### config.mk
export PLATFORM = sky130hd
export DESIGN_NAME = lpa_ctrl
export DESIGN_NICKNAME = d
export VERILOG_FILES = /design/src/design/lpa_pkg.sv /design/src/design/lpa_ctrl.sv
export SDC_FILE = /design/constraint.sdc
export NUM_CORES = 1
export LEC_CHECK = 0
export BUFFER_PORTS_ARGS = -buffer_cell sky130_fd_sc_hd__clkbuf_2
export CORE_AREA = 10 10 47 49
export DETAILED_ROUTE_END_ITERATION = 10
export DIE_AREA = 0 0 57 59
export SYNTH_ARGS = -nofsm -noshare
export SYNTH_HDL_FRONTEND = slang
export SYNTH_SLANG_ARGS = --single-unit
export TNS_END_PERCENT = 5
### constraint.sdc
create_clock -name clk -period 2.2 [get_ports clk]
set_input_delay 0.11 -clock clk [delete_from_list [all_inputs] [get_ports clk]]
set_output_delay 0.11 -clock clk [all_outputs]
set_load 0.1 [all_outputs]
### src/design/lpa_pkg.sv
// Shared types and constants for the linked pool allocator.
package lpa_pkg;

	localparam int NODE_W        = 10;
	localparam int STATUS_W      = 2;
	localparam int COUNT_W       = 11;
	localparam int POOL_SIZE_DEF = 1024;

	typedef enum logic {
		OP_ALLOC = 1'b0,
		OP_FREE  = 1'b1
	} op_t;

	typedef enum logic [STATUS_W-1:0] {
		ST_OK         = 2'd0,
		ST_EMPTY      = 2'd1,
		ST_NOT_ACTIVE = 2'd2
	} status_t;

	typedef struct packed {
		op_t               op;
		logic [NODE_W-1:0] node;
	} req_word_t;

	typedef struct packed {
		status_t            status;
		logic [NODE_W-1:0]  granted;
		logic [COUNT_W-1:0] active_count;
	} rsp_word_t;

	typedef enum logic [2:0] {
		S_CLEAR,
		S_IDLE,
		S_EXEC,
		S_PUSH
	} state_t;

	// controller -> datapath
	typedef struct packed {
		logic clear_step;
		logic rd_issue;
		logic alloc_commit;
		logic free_unlink;
		logic free_push;
		logic reject;
	} cmd_t;

	// datapath -> controller
	typedef struct packed {
		logic clear_done;
		logic idle_empty;
		logic free_ok;
		op_t  op;
	} sts_t;

endpackage

### src/design/lpa_ctrl.sv
// Sequencing state machine and result handshake for the linked pool allocator.
module lpa_ctrl import lpa_pkg::*; (
	input  logic clk,
	input  logic arst_n,
	input  logic req_valid,
	output logic req_stall,
	output logic rsp_valid,
	input  logic rsp_stall,
	input  sts_t sts,
	output cmd_t cmd
);

	state_t state_q, state_nx;
	logic   rsp_valid_q;
	logic   can_emit;
	logic   emit;

	assign can_emit  = !rsp_valid_q || !rsp_stall;
	assign emit      = cmd.alloc_commit || cmd.free_push || cmd.reject;
	assign rsp_valid = rsp_valid_q;

	always_ff @(posedge clk or negedge arst_n) begin
		if (!arst_n) begin
			state_q     <= S_CLEAR;
			rsp_valid_q <= 1'b0;
		end else begin
			state_q <= state_nx;
			if (emit)
				rsp_valid_q <= 1'b1;
			else if (!rsp_stall)
				rsp_valid_q <= 1'b0;
		end
	end

	always_comb begin
		state_nx  = state_q;
		cmd       = '0;
		req_stall = 1'b1;
		case (state_q)
			S_CLEAR: begin
				cmd.clear_step = 1'b1;
				if (sts.clear_done)
					state_nx = S_IDLE;
			end
			S_IDLE: begin
				req_stall = 1'b0;
				if (req_valid) begin
					cmd.rd_issue = 1'b1;
					state_nx     = S_EXEC;
				end
			end
			S_EXEC: begin
				if (sts.op == OP_ALLOC) begin
					if (can_emit) begin
						cmd.alloc_commit = !sts.idle_empty;
						cmd.reject       = sts.idle_empty;
						state_nx         = S_IDLE;
					end
				end else if (sts.free_ok) begin
					cmd.free_unlink = 1'b1;
					state_nx        = S_PUSH;
				end else if (can_emit) begin
					cmd.reject = 1'b1;
					state_nx   = S_IDLE;
				end
			end
			S_PUSH: begin
				if (can_emit) begin
					cmd.free_push = 1'b1;
					state_nx      = S_IDLE;
				end
			end
			default: begin
				state_nx = S_CLEAR;
			end
		endcase
	end

endmodule

**Yosys cells after proc, flatten, opt, wreduce, memory -nomap -nowiden**

Cells that the tools add are included.

- Register bits: 4
- Input bits: 8
- Output and inout bits: 8

- Equality and inequality tests: 6
- Mux-type cells: 23
- Reduce and logical (&&, ||, !) cells: 8

Operator list:

| operator | count |
|---|---|
| $mux 1 | 16 |
| $mux 3 | 5 |
| $pmux 3 s4 | 1 |
| $eq 3x2->1 const B | 2 |
| $ne 2x2->1 const B | 2 |
| $eq 3x1->1 const B | 1 |
| $logic_not 1->1 | 3 |
| $logic_not 3->1 | 1 |
| $logic_or 1x1->1 | 3 |
| $mux 2 | 1 |
| $ne 2x1->1 const B | 1 |
| $reduce_and 2->1 | 1 |

**Depth between registers and ports, before layout**

- Depth after elaboration: 8
- Gate-level depth with buffers: 4

**Worst setup path before layout**

No wires, ideal clock.

- Kind: register to output
- Start: register rsp_valid_q (netlist: rsp_valid)
- End: output port cmd[0] (netlist name)
- Arrival: 2.664 ns
- Data required time: 2.090 ns
- Setup slack: -0.574 ns
- Stages on the path, launching flop included: 4
- Buffers on the path: 0
- Cells stage by stage: dfrtp_1 > nand2_1 > or3b_4 > nor2_1

RTL lines:

| item | RTL line | source |
|---|---|---|
| start, declared | lpa_ctrl.sv:14 | `logic rsp_valid_q;` |
| start signal, assigned | lpa_ctrl.sv:25 | `rsp_valid_q <= 1'b0;` |
| start signal, assigned | lpa_ctrl.sv:29 | `rsp_valid_q <= 1'b1;` |
| start signal, assigned | lpa_ctrl.sv:31 | `rsp_valid_q <= 1'b0;` |
| end, declared | lpa_ctrl.sv:10 | `output cmd_t cmd` |

==> impl_metrics.toml <==
[finish]
drive_gt1_share_pct = 46.9
seq_area_sq_um = 100
multi_input_area_sq_um = 149
diodes = 0
final_cells = 65
nets = 59
fill_cells = 158
area_growth_pct = 44.8
utilization_pct = 27.1

[drt]
drt-vias-per-instance = 4.15
drc = 0
vias = 270
drtIter0Drc = 4
wire_per_inst_um = 11.5
routed_wl_um = 746
detail-route-antenna-nets = 0
drtPass1Iterations = 3

[synth]
yosysWarnings = 0
synth_top_area_share_pct = 38.1
postSynthCellCount = 32
synth_area_leaders = "dfrtp_1 38%, nor3_1 7.6%, nand2_1 7.1%"
synth_area_leader_cell = "dfrtp_1"
syn_nets = 40
yosysUniqueCellTypes = 17
synth_area_per_cell_sq_um = 8.21
synth-seq-area-share_pct = 38.1
synth_seq_cells = 4
syn_area_sq_um = 263

[timing]
max_freq_ghz = 0.520
tightest_slew_ns = 0.556
slew_headroom_pct = 63.1
timing.hold.ws_ns = 0.195
rsz0062_at_grt = "false"
worst_slack_ns = 0.278
setup-violations-final = 0
timing.final.crit_share_pct = 87.3
drv_slew = 0
hold_viol_final = 0
min_period_ns = 1.92
skew_ns = 0.00256

[critical_path]
path_delay_family = "simple AND/OR/NAND/NOR gates"
reg2reg_depth = 3
crit_path_max_fanout = 6
start_kind = "flop"
r2r_end = "state_q[0]$_DFFE_PN0P_"
critPathSlowestCell = "clkbuf_2"
worstPathArrival_ns = 1.81
path_buf_inv = 1
ff2ff_setup_slack_ns = 1.05
cp-end-kind = "primary output"
slowest_delay_ns = 0.48
rr_startpoint = "state_q[0]$_DFFE_PN0P_"
crit_chain = "nand2b_4, or3b_4, nor3_2, clkbuf_2"
required_ns = 2.09
worstSetupPathType = "flop to primary output"

[min_path]
whs_path_depth = 3
hold_end = "state_q[1]$_DFFE_PN0P_"
holdCritPathClass = "input port to flop"
hp-start = "req_valid"

[clock_network]
post_cts_resized = 0
cts_tree = "done"
cts_max_path_buffers = 2
cts_sinks = 4
insertion_delay_ns = 0.23
cts_setup_buffers = 0
clkTransAtPathRegs_ns = 0.04
numCtsBuffers = 3
htree_levels = 1
root_buffer = "clkbuf_4"

[global_routing]
grt_pass1_vias = 289
antenna_found_initial = 0
grtUsageTotal_pct = 4.68
grt.overflow.total = 0
grt_max_degree = 12
grt_pass1_wl_um = 1240

[floorplanning]
die_h_um = 59
initial_utilization_pct = 18.8
dieArea_sq_um = 3360
coreArea_sq_um = 1400
rows = 14
pin_count = 16
die_w_um = 57

[placement]
placed_cells = 61
gp_congestion = 0.668
post-place-ws_ns = 0.541
hpwlAfterDp_um = 591
portBuffers = 15

[power_and_ir_drop]
p_leak_nw = 0.204
powerDensity_nw_per_um2 = 705
finalPower_mw = 0.268
peakVddDrop_mv = 0.168

[run]
max_cap_violations = 0

[outcome]
status = "complete, no violations"
[registers in the layout (all words and copies together), names as in the netlist]
register   count
state_q        3
rsp_valid      1
[metal layers]
layer  share of wire (%)  routed length, um  vias up  track usage, %
met2                  42                312       11            6.36
met4                   0                  0        0            5.03
met3                 9.9                 74        0            2.79
li1                    -                  -      142               -
met5                   0                  0        -               0
met1                  48                359      117            4.66
[how the worst max path moves through the flow]
stage,from,to,slack [ns],cells after the start
after floorplan,state_q[0]$_DFFE_PN0P_,cmd[4],-0.50,3
after global placement,state_q[2]$_DFFE_PN0P_,cmd[3],0.55,4
after detailed placement,state_q[2]$_DFFE_PN0P_,cmd[3],0.54,4
after CTS,state_q[2]$_DFFE_PN0P_,cmd[3],0.27,4
after global routing,state_q[2]$_DFFE_PN0P_,cmd[0],0.21,4
final,state_q[2]$_DFFE_PN0P_,cmd[3],0.28,4
[stage by stage]
step	area [sq um]	TNS, ns
6_report	380	0
5_1_grt	380	0
4_1_cts	380	0
3_5_place_dp	348	0
3_3_place_gp	348	0
2_1_floorplan	265	-2.29
[layout by cell type (no fill, tap or decap), drive strengths merged, types with 2 or more instances in the layout]
cell / Yosys / routed
a21oi: 2 / 2
clkbuf: 0 / 18
dfrtp: 4 / 4
nand2: 5 / 5
nor2: 5 / 5
nor3: 5 / 5
[logic make-up after synthesis]
kind of cell           synth area share (%)
other                                  1.43
buffers and inverters                  6.19
AND/OR/NAND/NOR                        37.6
multiplexers                           3.81
AO/OA/AOI/OAI                          12.9
flip-flops                             38.1
[what timing repair did]
action / 4_1_cts / 5_1_grt
hold buffers: 1 / 0
hold endpoints to repair: 4 / 0
setup endpoints to repair: 0 / 0
[layout make-up]
| class | count | share of cell area, % |
|---|---|---|
| Clock buffer | 3 | 5.92 |
| Inverter | 1 | 0.987 |
| Multi-Input combinational cell | 25 | 39.1 |
| Sequential cell | 4 | 26.3 |
| Tap cell | 16 | 5.26 |
| Timing Repair Buffer | 16 | 22.4 |
[worst register-to-register path: cells and delay by family, from the launching register on]
| family | cells | cell delay [ns] |
|---|---|---|
| simple gates | 1 | 0.33 |
| compound gates | 2 | 0.20 |
| flops | 1 | 0.48 |
[where the power goes]
group | internal (mW) | switching, mW | leakage, nW
logic | 0.0208 | 0.0660 | 0.139
registers | 0.0795 | 0.0110 | 0.0514
clock network | 0.0610 | 0.0299 | 0.0138
total | 0.161 | 0.107 | 0.204
[Yosys cell counts, drive strengths merged]
library cell and count:
inv 1, nand2b 1, dfrtp 4, buf 2
nor2 5, nand2 5, or3b 1, mux2i 1
nor3 5, o21ai 1, o211a 1, or2 1
conb 1, a311oi 1, a21oi 2
No activity file was read; power rests on OpenSTA's default activity.
